`src/hw/rtl/psrc_pkg.sv`:
```
`default_nettype none

package psrc_pkg;

    // Sizes
    localparam int unsigned PORT_SLOTS_DEF = 1024;
    localparam int unsigned QUEUE_DEPTH    = 4;
    localparam int unsigned QPTR_W         = $clog2(QUEUE_DEPTH);
    localparam int unsigned QCNT_W         = $clog2(QUEUE_DEPTH + 1);
    localparam int unsigned COUNT_W        = 11;
    localparam int unsigned CFG_DATA_W     = 11;

    typedef logic [2:0]          t_scan;
    typedef logic [COUNT_W-1:0]  t_count;
    typedef logic [6:0]          t_pos;
    typedef logic [1:0]          t_action;
    typedef logic [1:0]          t_pstate;

    // Configuration register indexes
    localparam logic CFG_SCAN_TYPE  = 1'b0;
    localparam logic CFG_PORT_COUNT = 1'b1;

    // Request types
    localparam logic REQ_LOAD = 1'b0;
    localparam logic REQ_BYTE = 1'b1;

    // Scan types
    localparam t_scan SCAN_SYN  = 3'd0;
    localparam t_scan SCAN_NULL = 3'd1;
    localparam t_scan SCAN_ACK  = 3'd2;
    localparam t_scan SCAN_FIN  = 3'd3;
    localparam t_scan SCAN_XMAS = 3'd4;
    localparam t_scan SCAN_UDP  = 3'd5;

    // Frame byte offsets: cooked header, IPv4 header, transport header
    localparam t_pos POS_PROTO     = 7'd25;
    localparam t_pos POS_SPORT_HI  = 7'd36;
    localparam t_pos POS_SPORT_LO  = 7'd37;
    localparam t_pos POS_ICMP_CODE = 7'd37;
    localparam t_pos POS_FLAGS     = 7'd49;
    localparam t_pos POS_IDPORT_HI = 7'd66;
    localparam t_pos POS_IDPORT_LO = 7'd67;
    localparam t_pos POS_MAX       = 7'd127;

    // IP protocol numbers and header values
    localparam logic [7:0] PROTO_ICMP        = 8'd1;
    localparam logic [7:0] PROTO_TCP         = 8'd6;
    localparam logic [7:0] PROTO_UDP         = 8'd17;
    localparam logic [7:0] FLAG_RST          = 8'h04;
    localparam logic [7:0] FLAG_SYNACK       = 8'h12;
    localparam logic [7:0] CODE_PORT_UNREACH = 8'd3;

    // Result codes
    localparam t_action ACT_NONE  = 2'd0;
    localparam t_action ACT_PORT  = 2'd1;
    localparam t_action ACT_STATE = 2'd2;

    localparam t_pstate PS_OPEN     = 2'd0;
    localparam t_pstate PS_CLOSED   = 2'd1;
    localparam t_pstate PS_FILTERED = 2'd2;

    // Work passed from the parser to the table search
    typedef struct packed {
        logic        is_frame;
        logic        have;
        t_action     act;
        t_pstate     st;
        logic [15:0] port;
        logic [9:0]  idx;
    } t_job;

endpackage

`default_nettype wire

```
`src/hw/rtl/psrc_queue.sv`:
```
`default_nettype none

module psrc_queue (
    input  wire logic            i_clk,
    input  wire logic            i_rst_n,
    input  wire logic            i_push,
    input  wire psrc_pkg::t_job  i_job,
    output logic                 o_full,
    input  wire logic            i_pop,
    output psrc_pkg::t_job       o_job,
    output logic                 o_empty
);

    psrc_pkg::t_job                 r_slot [psrc_pkg::QUEUE_DEPTH];
    logic [psrc_pkg::QPTR_W-1:0]    r_wr_ptr;
    logic [psrc_pkg::QPTR_W-1:0]    r_rd_ptr;
    logic [psrc_pkg::QCNT_W-1:0]    r_count;

    logic w_do_push;
    logic w_do_pop;

    assign o_full    = (r_count == psrc_pkg::QCNT_W'(psrc_pkg::QUEUE_DEPTH));
    assign o_empty   = (r_count == '0);
    assign o_job     = r_slot[r_rd_ptr];
    assign w_do_push = i_push && !o_full;
    assign w_do_pop  = i_pop && !o_empty;

    // Store the entry
    always_ff @(posedge i_clk) begin
        if (w_do_push) begin
            r_slot[r_wr_ptr] <= i_job;
        end
    end

    // Advance pointers and count
    always_ff @(posedge i_clk) begin
        if (!i_rst_n) begin
            r_wr_ptr <= '0;
            r_rd_ptr <= '0;
            r_count  <= '0;
        end else begin
            if (w_do_push) begin
                r_wr_ptr <= r_wr_ptr + 1'b1;
            end
            if (w_do_pop) begin
                r_rd_ptr <= r_rd_ptr + 1'b1;
            end
            if (w_do_push && !w_do_pop) begin
                r_count <= r_count + 1'b1;
            end else if (w_do_pop && !w_do_push) begin
                r_count <= r_count - 1'b1;
            end
        end
    end

`ifndef ASSERT_OFF
    a_count_bound: assert property (@(posedge i_clk) disable iff (!i_rst_n)
        r_count <= psrc_pkg::QCNT_W'(psrc_pkg::QUEUE_DEPTH))
        else $error("queue count above depth");

    a_push_grows: assert property (@(posedge i_clk) disable iff (!i_rst_n)
        (w_do_push && !w_do_pop) |=> (r_count == $past(r_count) + 1'b1))
        else $error("queue count did not grow on push");
`endif

endmodule

`default_nettype wire

```
`config.mk`:
```
export PLATFORM = sky130hd
export DESIGN_NAME = psrc_queue
export DESIGN_NICKNAME = d
export VERILOG_FILES = /design/src/hw/rtl/psrc_pkg.sv /design/src/hw/rtl/psrc_queue.sv
export SDC_FILE = /design/constraint.sdc
export NUM_CORES = 1
export LEC_CHECK = 0
export ABC_AREA = 1
export ABC_CLOCK_PERIOD_IN_PS = 7140
export BUFFER_PORTS_ARGS = -buffer_cell sky130_fd_sc_hd__buf_2
export CAP_MARGIN = 5
export CORE_MARGIN = 5
export CORE_UTILIZATION = 30
export DETAILED_ROUTE_END_ITERATION = 12
export HOLD_SLACK_MARGIN = 0.06
export MAX_ROUTING_LAYER = met4
export PLACE_DENSITY = 0.48
export SETUP_SLACK_MARGIN = 0.15
export SLEW_MARGIN = 20
export SYNTH_ARGS = -nofsm -noshare
export SYNTH_HDL_FRONTEND = slang
export SYNTH_SLANG_ARGS = --single-unit
export TNS_END_PERCENT = 30
```
`constraint.sdc`:
```
create_clock -name i_clk -period 7.14 [get_ports i_clk]
set_input_delay 0.357 -clock i_clk [delete_from_list [all_inputs] [get_ports i_clk]]
set_output_delay 0.357 -clock i_clk [all_outputs]
set_load 0.01 [all_outputs]
```
==> flow_metrics.tcl <==
set metrics [dict create \
    outcome "complete, no violations" \
    final_common_cell "edfxtp_1" \
    dr.first_iter.drc_count 159 \
    internal_power_mw 1.70 \
    start_kind "flop" \
    rows 48 \
    tightestPinTransition_ns 0.701 \
    ys_seq_elements 137 \
    switchingPower_mw 0.704 \
    critPathKind "reg2out" \
    grt_max_degree 66 \
    total_power_mw 2.41 \
    post-route-period-util_pct 35.8 \
    die_w_um 143 \
    start_util_pct 30.5 \
    root_buffer "clkbuf_16" \
    ant_nets 0 \
    antenna_found_initial 1 \
    max_cap_violations 0 \
    clk_path_buf_depth 2 \
    drtPass1Iterations 4 \
    post_cts_resized 0 \
    cpMaxStageDelayCell "dfxtp_2" \
    pwr-share-seq_pct 43.7 \
    p_clk_share_pct 35.6 \
    layout-drive-gt1-share_pct 23.9 \
    core_um2 17300 \
    fin_setup_tns_ns 0 \
    die-area_um2 20300 \
    peakVddDrop_mv 0.199 \
    grt_use_total_pct 12.2 \
    wl_per_cell_um 16.6 \
    drc 0 \
    cts.sinks 137 \
    final_cell_mix "128 x edfxtp_1, 73 x nor2_1, 69 x buf_2" \
    setup_viol 0 \
    async_flop_share_pct 0 \
    critPathRequiredTime_ns 6.78 \
    ys_types 22 \
    critPathArrivalTime_ns 2.20 \
    ys_seq_area_share_pct 76.4 \
    syn_avg_cell_area_um2 13.9 \
    timing.slew.headroom_pct 53.2 \
    ys.flop_type "edfxtp_1" \
    combPwrFrac_pct 20.8 \
    period_minus_slack_ns 2.56 \
    syn2layout_area_growth_pct 22.0 \
    synthTopCellsByArea "edfxtp_1 73%, nor2_1 5.5%, o22ai_1 3.8%, o21ai_0 3.5%, dfxtp_1 3.4%" \
    hold_viol_final 0 \
    htreeDepth 4 \
    fmax_mhz 391 \
    rsz0062_at_grt "no" \
    hold_depth 1 \
    p_sw_share_pct 29.3 \
    p_leak_nw 2.29 \
    grt_overflow_total 0 \
    power_density_nw_per_um2 374 \
    r2r_cells 9 \
    worstHoldPathType "in2reg" \
    vias 3170 \
    synth.net_count 421 \
    grt_pass1_wl_um 18200 \
    netlist_area_um2 5270 \
    grt_pass1_vias 3231 \
    yosysTopAreaCell "edfxtp_1" \
    syn_inst 379 \
    gp_congestion 0.715 \
    ios 70 \
    cp_cell_sequence "inv_2, o21ai_1, o22ai_1, buf_2" \
    holdWs_ns 0.155 \
    die_h_um 143 \
    hold_buffers 0 \
    worstSetupEndpointType "output port" \
    clkLatencyLatePin_ns 0.42 \
    clk_pin_slew_ns 0.05 \
    skew_ns 0.0124 \
    post_cts_buffers 0 \
    routed_wl_um 11500 \
    cts_buffers 17 \
    cts_tree "done" \
    via_per_inst 4.59 \
    cp_max_fo 33 \
    numPortBuffers 69 \
    fin_nets 494 \
    critical-path-max-stage-delay_ns 0.78 \
    yosys_warnings 0 \
    drv_slew 0 \
    synth_top_area_share_pct 72.9 \
    synth_edf_count 128 \
    dp_hpwl_um 6800 \
]
## registers in the layout, indices dropped and copies added (netlist names), named ones only
| name | flops |
|---|---|
| r_slot | 128 |
| r_count | 3 |
| r_rd_ptr | 2 |
| r_wr_ptr | 2 |
## power groups by stage
| stage | Combinational [mW] | Clock [mW] | Sequential (mW) |
|---|---|---|---|
| after floorplan | 0.368 | 0 | 1.02 |
| after global placement | 0.497 | 0 | 1.07 |
| after detailed placement | 0.515 | 0 | 1.07 |
| after CTS | 0.517 | 0.875 | 1.06 |
| after global routing | 0.569 | 0.916 | 1.06 |
| final | 0.500 | 0.856 | 1.05 |
## routing by layer
metal	track usage (%)	vias to the layer above	share of wire, %
met5	-	-	0
met4	4.20	0	1.1
met3	4.13	9	5.5
met2	18.8	78	49
met1	15.2	1533	44
li1	-	1550	-
## cells by family after synthesis
| kind of cell | synth area share [%] |
|---|---|
| DFF | 76.4 |
| AOI/OAI and AO/OA | 10.3 |
| and+or+nand+nor | 7.24 |
| buffers and inverters | 4.42 |
| adders and majority gates | 1.57 |
| xor gates and xnor gates | 0.166 |
## per-stage QoR
stage                     area (um2)  instances  util, %  worst slack [ns]
final                           6430        691     37.2              4.58
after global routing            6430        691     37.2              4.41
after CTS                       6430        690     37.2              4.50
after detailed placement        5840        658     33.8              4.95
after global placement          5790        656     33.5              4.69
after floorplan                 5270        379        -              4.73
## cells in the mapped netlist, types with 3 or more instances
master,count
edfxtp_1,128
nor2_1,77
o21ai_0,37
o22ai_1,32
o21ai_1,28
inv_1,16
nand2_1,14
buf_6,9
dfxtp_1,9
buf_2,6
ha_1,5
nand3_1,4
a21oi_1,3
buf_4,3
## worst max-delay path: cells and delay by family, from the launching register on
family / cells / cell delay (ns)
flops: 1 / 0.78
buf+inv: 2 / 0.66
compound gates: 2 / 0.33
## worst paths after layout
| kind | to | slack (ns) | startpoint |
|---|---|---|---|
| worst max-delay path | o_job[3] | 4.58 | flop |
| worst min-delay path | r_slot[3][27] | 0.16 | i_job[27] |
| worst max register to register | r_count[1] | 5.05 | r_count[1] |
| worst min register to register | flop | 0.50 | r_rd_ptr[1] |
## layout make-up
class	instances	area (um2)
fill	1690	10900
sequential	137	4030
multi-input combinational	205	1040
clock buffer	17	425
timing repair buffer	73	415
tap	225	282
clock inverter	15	158
inverter	18	75.1
antenna	1	2.50
Power figures use the tool's default switching activity.
