$ cat config.mk
export PLATFORM = sky130hd
export DESIGN_NAME = psrc_front
export DESIGN_NICKNAME = d
export VERILOG_FILES = /design/src/hw/rtl/psrc_pkg.sv /design/src/hw/rtl/psrc_front.sv
export SDC_FILE = /design/constraint.sdc
export NUM_CORES = 1
export LEC_CHECK = 0
export ABC_CLOCK_PERIOD_IN_PS = 3000
export BUFFER_PORTS_ARGS = -buffer_cell sky130_fd_sc_hd__clkbuf_2
export CORE_UTILIZATION = 40
export CTS_BUF_LIST = sky130_fd_sc_hd__clkbuf_8
export DETAILED_ROUTE_END_ITERATION = 6
export GPL_TIMING_DRIVEN = 0
export PLACE_DENSITY_LB_ADDON = 0.3
export SLEW_MARGIN = 0
export SYNTH_ARGS = -nofsm -noshare
export SYNTH_HDL_FRONTEND = slang
export SYNTH_SLANG_ARGS = --single-unit
$ cat constraint.sdc
create_clock -name i_clk -period 3 [get_ports i_clk]
set_input_delay 0.3 -clock i_clk [delete_from_list [all_inputs] [get_ports i_clk]]
set_output_delay 0.3 -clock i_clk [all_outputs]
set_load 0.03 [all_outputs]
$ cat src/hw/rtl/psrc_pkg.sv
`default_nettype none

package psrc_pkg;

    // Sizes
    localparam int unsigned PORT_SLOTS_DEF = 1024;
    localparam int unsigned QUEUE_DEPTH    = 4;
    localparam int unsigned QPTR_W         = $clog2(QUEUE_DEPTH);
    localparam int unsigned QCNT_W         = $clog2(QUEUE_DEPTH + 1);
    localparam int unsigned COUNT_W        = 11;
    localparam int unsigned CFG_DATA_W     = 11;

    typedef logic [2:0]          t_scan;
    typedef logic [COUNT_W-1:0]  t_count;
    typedef logic [6:0]          t_pos;
    typedef logic [1:0]          t_action;
    typedef logic [1:0]          t_pstate;

    // Configuration register indexes
    localparam logic CFG_SCAN_TYPE  = 1'b0;
    localparam logic CFG_PORT_COUNT = 1'b1;

    // Request types
    localparam logic REQ_LOAD = 1'b0;
    localparam logic REQ_BYTE = 1'b1;

    // Scan types
    localparam t_scan SCAN_SYN  = 3'd0;
    localparam t_scan SCAN_NULL = 3'd1;
    localparam t_scan SCAN_ACK  = 3'd2;
    localparam t_scan SCAN_FIN  = 3'd3;
    localparam t_scan SCAN_XMAS = 3'd4;
    localparam t_scan SCAN_UDP  = 3'd5;

    // Frame byte offsets: cooked header, IPv4 header, transport header
    localparam t_pos POS_PROTO     = 7'd25;
    localparam t_pos POS_SPORT_HI  = 7'd36;
    localparam t_pos POS_SPORT_LO  = 7'd37;
    localparam t_pos POS_ICMP_CODE = 7'd37;
    localparam t_pos POS_FLAGS     = 7'd49;
    localparam t_pos POS_IDPORT_HI = 7'd66;
    localparam t_pos POS_IDPORT_LO = 7'd67;
    localparam t_pos POS_MAX       = 7'd127;

    // IP protocol numbers and header values
    localparam logic [7:0] PROTO_ICMP        = 8'd1;
    localparam logic [7:0] PROTO_TCP         = 8'd6;
    localparam logic [7:0] PROTO_UDP         = 8'd17;
    localparam logic [7:0] FLAG_RST          = 8'h04;
    localparam logic [7:0] FLAG_SYNACK       = 8'h12;
    localparam logic [7:0] CODE_PORT_UNREACH = 8'd3;

    // Result codes
    localparam t_action ACT_NONE  = 2'd0;
    localparam t_action ACT_PORT  = 2'd1;
    localparam t_action ACT_STATE = 2'd2;

    localparam t_pstate PS_OPEN     = 2'd0;
    localparam t_pstate PS_CLOSED   = 2'd1;
    localparam t_pstate PS_FILTERED = 2'd2;

    // Work passed from the parser to the table search
    typedef struct packed {
        logic        is_frame;
        logic        have;
        t_action     act;
        t_pstate     st;
        logic [15:0] port;
        logic [9:0]  idx;
    } t_job;

endpackage

`default_nettype wire

$ cat src/hw/rtl/psrc_front.sv
`default_nettype none

module psrc_front (
    input  wire logic               i_clk,
    input  wire logic               i_rst_n,
    input  wire logic               i_take,
    input  wire logic               i_req_type,
    input  wire logic [9:0]         i_entry_index,
    input  wire logic [15:0]        i_port_value,
    input  wire logic [7:0]         i_data_byte,
    input  wire logic               i_last_byte,
    input  wire psrc_pkg::t_scan    i_scan_type,
    output logic                    o_job_valid,
    output psrc_pkg::t_job          o_job
);

    psrc_pkg::t_pos r_pos;
    logic [7:0]     r_proto;
    logic [15:0]    r_sport;
    logic [7:0]     r_flags;
    logic [7:0]     r_code;
    logic [15:0]    r_idport;

    logic [7:0]     n_proto;
    logic [15:0]    n_sport;
    logic [7:0]     n_flags;
    logic [7:0]     n_code;
    logic [15:0]    n_idport;
    psrc_pkg::t_pos n_pos;

    logic             w_byte;
    logic             w_tcp;
    logic             w_udp;
    logic             w_icmp;
    logic             w_rst;
    logic             w_have;
    psrc_pkg::t_action w_act;
    psrc_pkg::t_pstate w_st;
    logic [15:0]      w_port;

    assign w_byte = i_take && (i_req_type == psrc_pkg::REQ_BYTE);

    // Latch header fields at their offsets, including the current byte
    always_comb begin
        n_proto = (r_pos == psrc_pkg::POS_PROTO) ? i_data_byte : r_proto;
        n_sport[15:8] = (r_pos == psrc_pkg::POS_SPORT_HI) ? i_data_byte : r_sport[15:8];
        n_sport[7:0]  = (r_pos == psrc_pkg::POS_SPORT_LO) ? i_data_byte : r_sport[7:0];
        n_code  = (r_pos == psrc_pkg::POS_ICMP_CODE) ? i_data_byte : r_code;
        n_flags = (r_pos == psrc_pkg::POS_FLAGS) ? i_data_byte : r_flags;
        n_idport[15:8] = (r_pos == psrc_pkg::POS_IDPORT_HI) ? i_data_byte : r_idport[15:8];
        n_idport[7:0]  = (r_pos == psrc_pkg::POS_IDPORT_LO) ? i_data_byte : r_idport[7:0];
        if (i_last_byte) begin
            n_pos = '0;
        end else if (r_pos != psrc_pkg::POS_MAX) begin
            n_pos = r_pos + 7'd1;
        end else begin
            n_pos = r_pos;
        end
    end

    // Frame long enough for the fields that its rule reads
    assign w_tcp  = (n_proto == psrc_pkg::PROTO_TCP)  && (r_pos >= psrc_pkg::POS_FLAGS);
    assign w_udp  = (n_proto == psrc_pkg::PROTO_UDP)  && (r_pos >= psrc_pkg::POS_SPORT_LO);
    assign w_icmp = (n_proto == psrc_pkg::PROTO_ICMP) && (r_pos >= psrc_pkg::POS_IDPORT_LO);
    assign w_rst  = (n_flags & psrc_pkg::FLAG_RST) != 8'd0;

    // Classify the reply for the configured scan type
    always_comb begin
        w_have = 1'b0;
        w_act  = psrc_pkg::ACT_NONE;
        w_st   = psrc_pkg::PS_OPEN;
        w_port = '0;
        case (i_scan_type)
            psrc_pkg::SCAN_SYN: begin
                if (w_tcp) begin
                    w_have = 1'b1;
                    w_port = n_sport;
                    w_act  = psrc_pkg::ACT_PORT;
                    if (n_flags == psrc_pkg::FLAG_SYNACK) begin
                        w_act = psrc_pkg::ACT_STATE;
                        w_st  = psrc_pkg::PS_OPEN;
                    end else if (w_rst) begin
                        w_act = psrc_pkg::ACT_STATE;
                        w_st  = psrc_pkg::PS_CLOSED;
                    end
                end
            end
            psrc_pkg::SCAN_NULL, psrc_pkg::SCAN_FIN, psrc_pkg::SCAN_XMAS: begin
                if (w_tcp) begin
                    w_have = 1'b1;
                    w_port = n_sport;
                    w_act  = psrc_pkg::ACT_PORT;
                    if (w_rst) begin
                        w_act = psrc_pkg::ACT_STATE;
                        w_st  = psrc_pkg::PS_CLOSED;
                    end
                end else if (w_icmp) begin
                    w_have = 1'b1;
                    w_port = n_idport;
                    w_act  = psrc_pkg::ACT_STATE;
                    w_st   = psrc_pkg::PS_FILTERED;
                end
            end
            psrc_pkg::SCAN_ACK: begin
                if (w_tcp) begin
                    w_have = 1'b1;
                    w_port = n_sport;
                    w_act  = psrc_pkg::ACT_PORT;
                    if (w_rst) begin
                        w_act = psrc_pkg::ACT_STATE;
                        w_st  = psrc_pkg::PS_CLOSED;
                    end
                end
            end
            psrc_pkg::SCAN_UDP: begin
                if (w_udp) begin
                    w_have = 1'b1;
                    w_port = n_sport;
                    w_act  = psrc_pkg::ACT_STATE;
                    w_st   = psrc_pkg::PS_OPEN;
                end else if (w_icmp) begin
                    w_have = 1'b1;
                    w_port = n_idport;
                    w_act  = psrc_pkg::ACT_STATE;
                    w_st   = (n_code == psrc_pkg::CODE_PORT_UNREACH) ?
                             psrc_pkg::PS_CLOSED : psrc_pkg::PS_FILTERED;
                end
            end
            default: begin
                w_have = 1'b0;
            end
        endcase
    end

    // Build the job: a table load, or a finished frame
    always_comb begin
        o_job_valid   = i_take && ((i_req_type == psrc_pkg::REQ_LOAD) || i_last_byte);
        o_job.is_frame = (i_req_type == psrc_pkg::REQ_BYTE);
        o_job.have    = w_have;
        o_job.act     = w_act;
        o_job.st      = w_st;
        o_job.port    = (i_req_type == psrc_pkg::REQ_BYTE) ? w_port : i_port_value;
        o_job.idx     = i_entry_index;
    end

    // Hold parser state between bytes
    always_ff @(posedge i_clk) begin
        if (!i_rst_n) begin
            r_pos    <= '0;
            r_proto  <= '0;
            r_sport  <= '0;
            r_flags  <= '0;
            r_code   <= '0;
            r_idport <= '0;
        end else if (w_byte) begin
            r_pos    <= n_pos;
            r_proto  <= n_proto;
            r_sport  <= n_sport;
            r_flags  <= n_flags;
            r_code   <= n_code;
            r_idport <= n_idport;
        end
    end

endmodule

`default_nettype wire

==> results.sh, run 1 <==
export IMPL_synth_warning_count=0
export IMPL_wl_met3_microns=656
export IMPL_async_flop_share_pct=0
export IMPL_first_pass_iters=5
export IMPL_num_io_pins=75
export IMPL_crit_path_frequent_cell="buf_4"
export IMPL_dp_hpwl_mm=7.34
export IMPL_hold_depth=4
export IMPL_grt_remaining_overflow=0
export IMPL_ys_seq_area_share_pct=33.1
export IMPL_slew_headroom_pct=43.2
export IMPL_start_kind="flop"
export IMPL_routed_top_layer="met4"
export IMPL_power_per_cell_area_nw_per_um2=386
export IMPL_wl_met1_mm=4.88
export IMPL_dr_wl_met2_mm=4.49
export IMPL_synth_avg_cell_area_sq_um=8.91
export IMPL_r2r_start="r_pos[1]$_SDFFE_PN0P_"
export IMPL_setup_slack_ns=-0.119
export IMPL_area_growth_syn_to_layout_pct=23.8
export IMPL_synth_most_common_cell="dfxtp_1"
export IMPL_cpMaxStageDelayCell="or4b_4"
export IMPL_antenna_found_initial=0
export IMPL_routedWlPerCell_microns=15.8
export IMPL_num_antenna_cells=0
export IMPL_min_from="i_last_byte"
export IMPL_rsz0062_at_grt="yes"
export IMPL_wl_mm=10.2
export IMPL_slowest_delay_ns=0.50
export IMPL_first_iter_violations=120
export IMPL_cts_tree="yes"
export IMPL_cts_root_buffer="clkbuf_8"
export IMPL_worstSkewPairLatency_ns=0.34
export IMPL_numCtsBuffers=9
export IMPL_vias=3450
export IMPL_max_freq_mhz=321
export IMPL_instances_no_fill=644
export IMPL_finalSetupViolations=16
export IMPL_grt_max_degree=11
export IMPL_vias_per_cell=5.36
export IMPL_rr_worst_depth=7
export IMPL_path_max_fanout=5
export IMPL_setup_tns_ns=-1.45
export IMPL_crit_chain="inv_4 > ha_4 > or4b_4 > o211ai_2 > a222oi_1 > buf_4 > o32ai_4 > buf_12 > buf_8 > a41oi_2 > o21ai_1 > buf_4"
export IMPL_critPathArrivalTime_ns=2.82
export IMPL_cts_sinks=63
export IMPL_clockBufferDepth=2
export IMPL_path_class="flop to primary output"
export IMPL_holdPathEnd="r_pos[0]$_SDFFE_PN0P_"
export IMPL_cp_end_kind="primary output"
export IMPL_clk_pin_slew_ns=0.07
export IMPL_peakVddDrop_v=0.000235
export IMPL_hold_class="input port to flop"
export IMPL_worstPathRequired_ns=2.70
export IMPL_fin_crit_sh_pct=104
export IMPL_r2r_end="r_proto[6]$_SDFFE_PN0P_"
export IMPL_ys_types=49
export IMPL_r2r_slack_ns=0.63
export IMPL_synth_area_leaders="dfxtp_1, mux2i_1, nor2b_1"
export IMPL_die_area_sq_um=9930
export IMPL_initial_core_util_pct=41.3
export IMPL_synth_top_cell_area_share_pct=33.1
export IMPL_die_w_microns=99.6
export IMPL_status="finished with violations"
export IMPL_synth_edf_count=0
export IMPL_drc_errors=0
export IMPL_finalClockSkew_ns=0.00740
export IMPL_yosysTopAreaCell="dfxtp_1"
export IMPL_num_fill_cells=896
export IMPL_path_delay_family="compound AO/OA/AOI/OAI gates"
export IMPL_synth_cell_area_sq_um=3810
export IMPL_place_ws_ns=-0.155
export IMPL_die_y_microns=99.6
export IMPL_htree_num_levels=3
export IMPL_crit_buf_inv=5
export IMPL_worstMarginPinSlew_ns=0.848
export IMPL_synth_flop_cell="dfxtp_1"
export IMPL_period_needed_ns=3.12
export IMPL_final_hold_violation_count=0
export IMPL_fin_util_pct=51.1
export IMPL_track_usage_pct=21.4
export IMPL_maxCapViolCount=0
export IMPL_portBuffers=62
export IMPL_netlist_instances=428
export IMPL_netlist_top_cells_count="dfxtp_1, mux2i_1, nor2b_1"
export IMPL_dp_cells=619
export IMPL_drive_gt1_share_pct=28.7
export IMPL_fin_nets=557
export IMPL_gp_routability_congestion=0.922
export IMPL_ys_seq_elements=63
export IMPL_rows=35
export IMPL_syn_num_nets=474
export IMPL_violations="negative setup slack"
export IMPL_grt_pass1_vias=3210
export IMPL_grt_pass1_wl_mm=16.6
export IMPL_leakagePower_uw=0.00205
export IMPL_drtAntennaViolNets=0
export IMPL_core_area_sq_um=9240
export IMPL_finalMaxSlewViolations=0
==> final cells by class <==
class | count | area [sq um] | area share [%]
multi-input combinational | 318 | 2390 | 50.5
sequential | 63 | 1270 | 26.9
timing repair buffer | 73 | 453 | 9.59
buffer | 41 | 234 | 4.95
tap | 129 | 161 | 3.42
clock buffer | 11 | 151 | 3.21
clock inverter | 4 | 46.3 | 0.980
inverter | 5 | 21.3 | 0.450
==> sequential cells by signal (all words and copies together) (netlist names) <==
name      count
r_idport     16
r_sport      16
r_code        8
r_flags       8
r_proto       8
r_pos         7
==> worst min-delay path: stages <==
cell and delay (ns):
clkbuf_2 0.10, nor2_1 0.04, a21oi_1 0.13, nor2b_1 0.05
==> layer usage <==
layer	track usage (%)	up-vias
met5	0	-
met2	34.2	127
li1	-	1684
met4	7.24	0
met1	28.6	1622
met3	4.85	17
==> how the worst max path moves through the flow <==
| stage | startpoint | end | slack (ns) | depth (start not counted) |
|---|---|---|---|---|
| floorplan | r_pos[0]$_SDFFE_PN0P_ | o_job[10] | 0.12 | 7 |
| global placement | r_pos[0]$_SDFFE_PN0P_ | o_job[16] | -0.16 | 9 |
| detailed placement | r_pos[0]$_SDFFE_PN0P_ | o_job[16] | -0.15 | 9 |
| CTS | r_pos[1]$_SDFFE_PN0P_ | o_job[16] | -0.12 | 12 |
| global route | r_pos[1]$_SDFFE_PN0P_ | o_job[15] | -0.22 | 12 |
| finish | r_pos[1]$_SDFFE_PN0P_ | o_job[16] | -0.12 | 12 |
==> cells by family (layout without fill, tap and decap cells) <==
group / after synthesis / count (layout) / synth area share, %
XOR/XNOR: 3 / 3 / 0.689
buffers and inverters: 47 / 134 / 6.59
adder cells (fa/ha/maj): 4 / 4 / 1.31
AO/OA/AOI/OAI: 78 / 78 / 15.0
AND/OR/NAND/NOR: 160 / 160 / 23.6
multiplexers: 73 / 73 / 19.7
flip-flops: 63 / 63 / 33.1
==> timing repair <==
action | 4_1_cts | 5_1_grt
gates cloned | 1 | 0
setup buffers | 6 | 5
setup endpoints to repair | 21 | 20
gates resized for setup | 37 | 29
hold buffers | 0 | 0
pin swaps | 4 | 4
==> through the flow <==
step	total power [uW]	hold slack, ns	instance area [sq um]
4_1_cts	1830	0.316	4640
6_report	1820	0.322	4720
3_5_place_dp	1070	0.463	4290
2_1_floorplan	999	0.443	3810
3_3_place_gp	1070	0.454	4290
5_1_grt	1900	0.351	4720
==> placed cells by master, fill, tap and decap left out, drive strengths merged, types with 13 or more instances in the layout <==
cell / count
mux2i: 57
o21ai: 24
clkbuf: 78
a21boi: 18
nor2: 13
a41oi: 16
mux2: 16
dfxtp: 63
buf: 47
nor2b: 57
nand2: 39
==> power breakdown <==
| group | internal (uW) | switching (uW) |
|---|---|---|
| sequential | 837 | 1.38 |
| combinational | 102 | 146 |
| clock | 420 | 316 |
Power figures use the tool's default switching activity.
==> run 2: changes to the inputs <==
--- a/config.mk
+++ b/config.mk
@@ -7,6 +7,7 @@
 export LEC_CHECK = 0
 export ABC_CLOCK_PERIOD_IN_PS = 3000
 export BUFFER_PORTS_ARGS = -buffer_cell sky130_fd_sc_hd__clkbuf_2
+export CORE_MARGIN = 2
 export CORE_UTILIZATION = 40
 export CTS_BUF_LIST = sky130_fd_sc_hd__clkbuf_8
 export DETAILED_ROUTE_END_ITERATION = 6
==> results.sh, run 2 (same netlist as run 1, synthesis figures left out) <==
export IMPL_hold_class="input port to flop"
export IMPL_num_fill_cells=858
export IMPL_fin_crit_sh_pct=103
export IMPL_vias_per_cell=5.39
export IMPL_crit_chain="inv_4 > ha_4 > or4b_4 > o211ai_2 > a222oi_1 > buf_4 > o32ai_4 > buf_12 > buf_8 > a41oi_2 > o21ai_1 > buf_4"
export IMPL_r2r_start="r_pos[1]$_SDFFE_PN0P_"
export IMPL_min_from="i_last_byte"
export IMPL_crit_buf_inv=5
export IMPL_cp_end_kind="primary output"
export IMPL_max_freq_mhz=323
export IMPL_fin_nets=559
export IMPL_use_met3_pct=3.66
export IMPL_portBuffers=62
export IMPL_path_max_fanout=5
export IMPL_path_delay_family="compound AO/OA/AOI/OAI gates"
export IMPL_grt_pass1_vias=3197
export IMPL_dp_hpwl_mm=7.45
export IMPL_rsz0062_at_grt="yes"
export IMPL_maxCapViolCount=0
export IMPL_worstSkewPairLatency_ns=0.34
export IMPL_grt_max_degree=12
export IMPL_antenna_found_initial=0
export IMPL_cts_root_buffer="clkbuf_8"
export IMPL_period_needed_ns=3.10
export IMPL_initial_core_util_pct=41.3
export IMPL_grt_util_met1_pct=30.0
export IMPL_grt_pass1_wl_mm=16.5
export IMPL_first_iter_violations=162
export IMPL_drc_errors=0
export IMPL_stdcell_area_sq_um=4720
export IMPL_track_usage_pct=20.5
export IMPL_die_y_microns=102
export IMPL_gp_routability_congestion=0.939
export IMPL_rows=35
export IMPL_cpMaxStageDelayCell="or4b_4"
export IMPL_worstMarginPinSlew_ns=0.815
export IMPL_worstPathRequired_ns=2.70
export IMPL_slew_headroom_pct=45.4
export IMPL_met2_usage_pct=30.8
export IMPL_path_class="flop to primary output"
export IMPL_hold_ws_ns=0.316
export IMPL_die_w_microns=102
export IMPL_cts_tree="yes"
export IMPL_wl_mm=10.4
export IMPL_core_area_sq_um=9240
export IMPL_drive_gt1_share_pct=29.4
export IMPL_num_antenna_cells=0
export IMPL_first_pass_iters=6
export IMPL_finalClockSkew_ns=0.00793
export IMPL_crit_path_frequent_cell="buf_4"
export IMPL_start_kind="flop"
export IMPL_peakVddDrop_v=0.000209
export IMPL_violations="negative setup slack"
export IMPL_crit_start="r_pos[1]$_SDFFE_PN0P_"
export IMPL_die_area_sq_um=10300
export IMPL_final_hold_violation_count=0
export IMPL_clk_pin_slew_ns=0.07
export IMPL_top_regs="r_idport: 16 flops, r_sport: 16 flops"
export IMPL_power_per_cell_area_nw_per_um2=364
export IMPL_htree_num_levels=3
export IMPL_placed_cell_area_sq_um=4290
export IMPL_clockBufferDepth=2
export IMPL_finalPower_uw=1720
export IMPL_critPathArrivalTime_ns=2.80
export IMPL_grt_remaining_overflow=0
export IMPL_final_common_cell="dfxtp_1"
export IMPL_num_io_pins=75
export IMPL_cts_sinks=63
export IMPL_ctsHoldBuffers=0
export IMPL_grt_busiest_layer="met2"
export IMPL_finalSetupViolations=16
export IMPL_leakagePower_uw=0.00204
export IMPL_final_cell_mix="dfxtp_1, nor2b_1, mux2i_1"
export IMPL_setup_slack_ns=-0.0992
export IMPL_numCtsBuffers=9
export IMPL_finalMaxSlewViolations=0
export IMPL_area_growth_syn_to_layout_pct=23.9
export IMPL_vias=3484
export IMPL_slowest_delay_ns=0.50
export IMPL_drtAntennaViolNets=0
export IMPL_routedWlPerCell_microns=16.1
export IMPL_status="finished with violations"
==> run 2: cell types whose count changed in the layout (fill, tap and decap cells not counted), sizes merged <==
cell and delta:
buf +3, bufinv -1, clkinvlp +1, inv -1, clkinv +3, clkbuf -3
==> run 2: stage by stage <==
| step | util [%] | TNS (ns) | setup slack [ns] | cells |
|---|---|---|---|---|
| 2_1_floorplan | - | 0 | 0.119 | 428 |
| 3_3_place_gp | 46.4 | -1.38 | -0.183 | 619 |
| 3_5_place_dp | 46.4 | -1.66 | -0.180 | 619 |
| 4_1_cts | 49.8 | -1.62 | -0.128 | 641 |
| 5_1_grt | 51.1 | -3.45 | -0.238 | 646 |
| 6_report | 51.1 | -1.14 | -0.0992 | 646 |
==> run 2: where the power goes <==
part	internal (uW)	switching, uW	leakage, uW
Combinational	104	147	0.00145
Clock	291	340	0.0000809
Sequential	836	1.55	0.000509
Total	1230	488	0.00204
==> run 2: final timing paths <==
kind                        endpoint  cells after the start  slack (ns)
max                        o_job[16]                     12        -0.1
min reg2reg  r_sport[5]$_SDFFE_PN0P_                      2        0.47
min            r_pos[0]$_SDFFE_PN0P_                      4        0.32
max reg2reg  r_proto[2]$_SDFFE_PN0P_                      7        0.68
==> run 2: layout make-up <==
type,instances,area (sq um),area share [%]
clock inverters,6,38.8,0.821
multi-input cells,318,2400,50.7
inverters,5,21.3,0.450
flip-flops and latches,63,1270,26.9
plain buffers,41,236,5.01
repair buffers,75,477,10.1
clock buffers,9,124,2.62
well taps,129,161,3.42
==> run 2: worst reg2reg max path, delay by kind of cell (launching register included) <==
family | cells | cell delay [ns]
adders and majority gates | 1 | 0.14
and+or+nand+nor | 3 | 1.22
muxes | 1 | 0.27
DFF | 1 | 0.35
buffers and inverters | 2 | 0.22
==> run 2: what timing repair did <==
item | CTS | global route
setup buffers | 7 | 5
pin swaps | 4 | 4
setup endpoints to repair | 21 | 20
resized for setup | 36 | 38
gates cloned | 1 | 0
==> run 2: layer usage <==
metal / vias up / share of wire [%]
met4: 0 / 1.7
met1: 1632 / 48
met3: 22 / 5.8
met2: 135 / 44
li1: 1695 / -
met5: - / 0
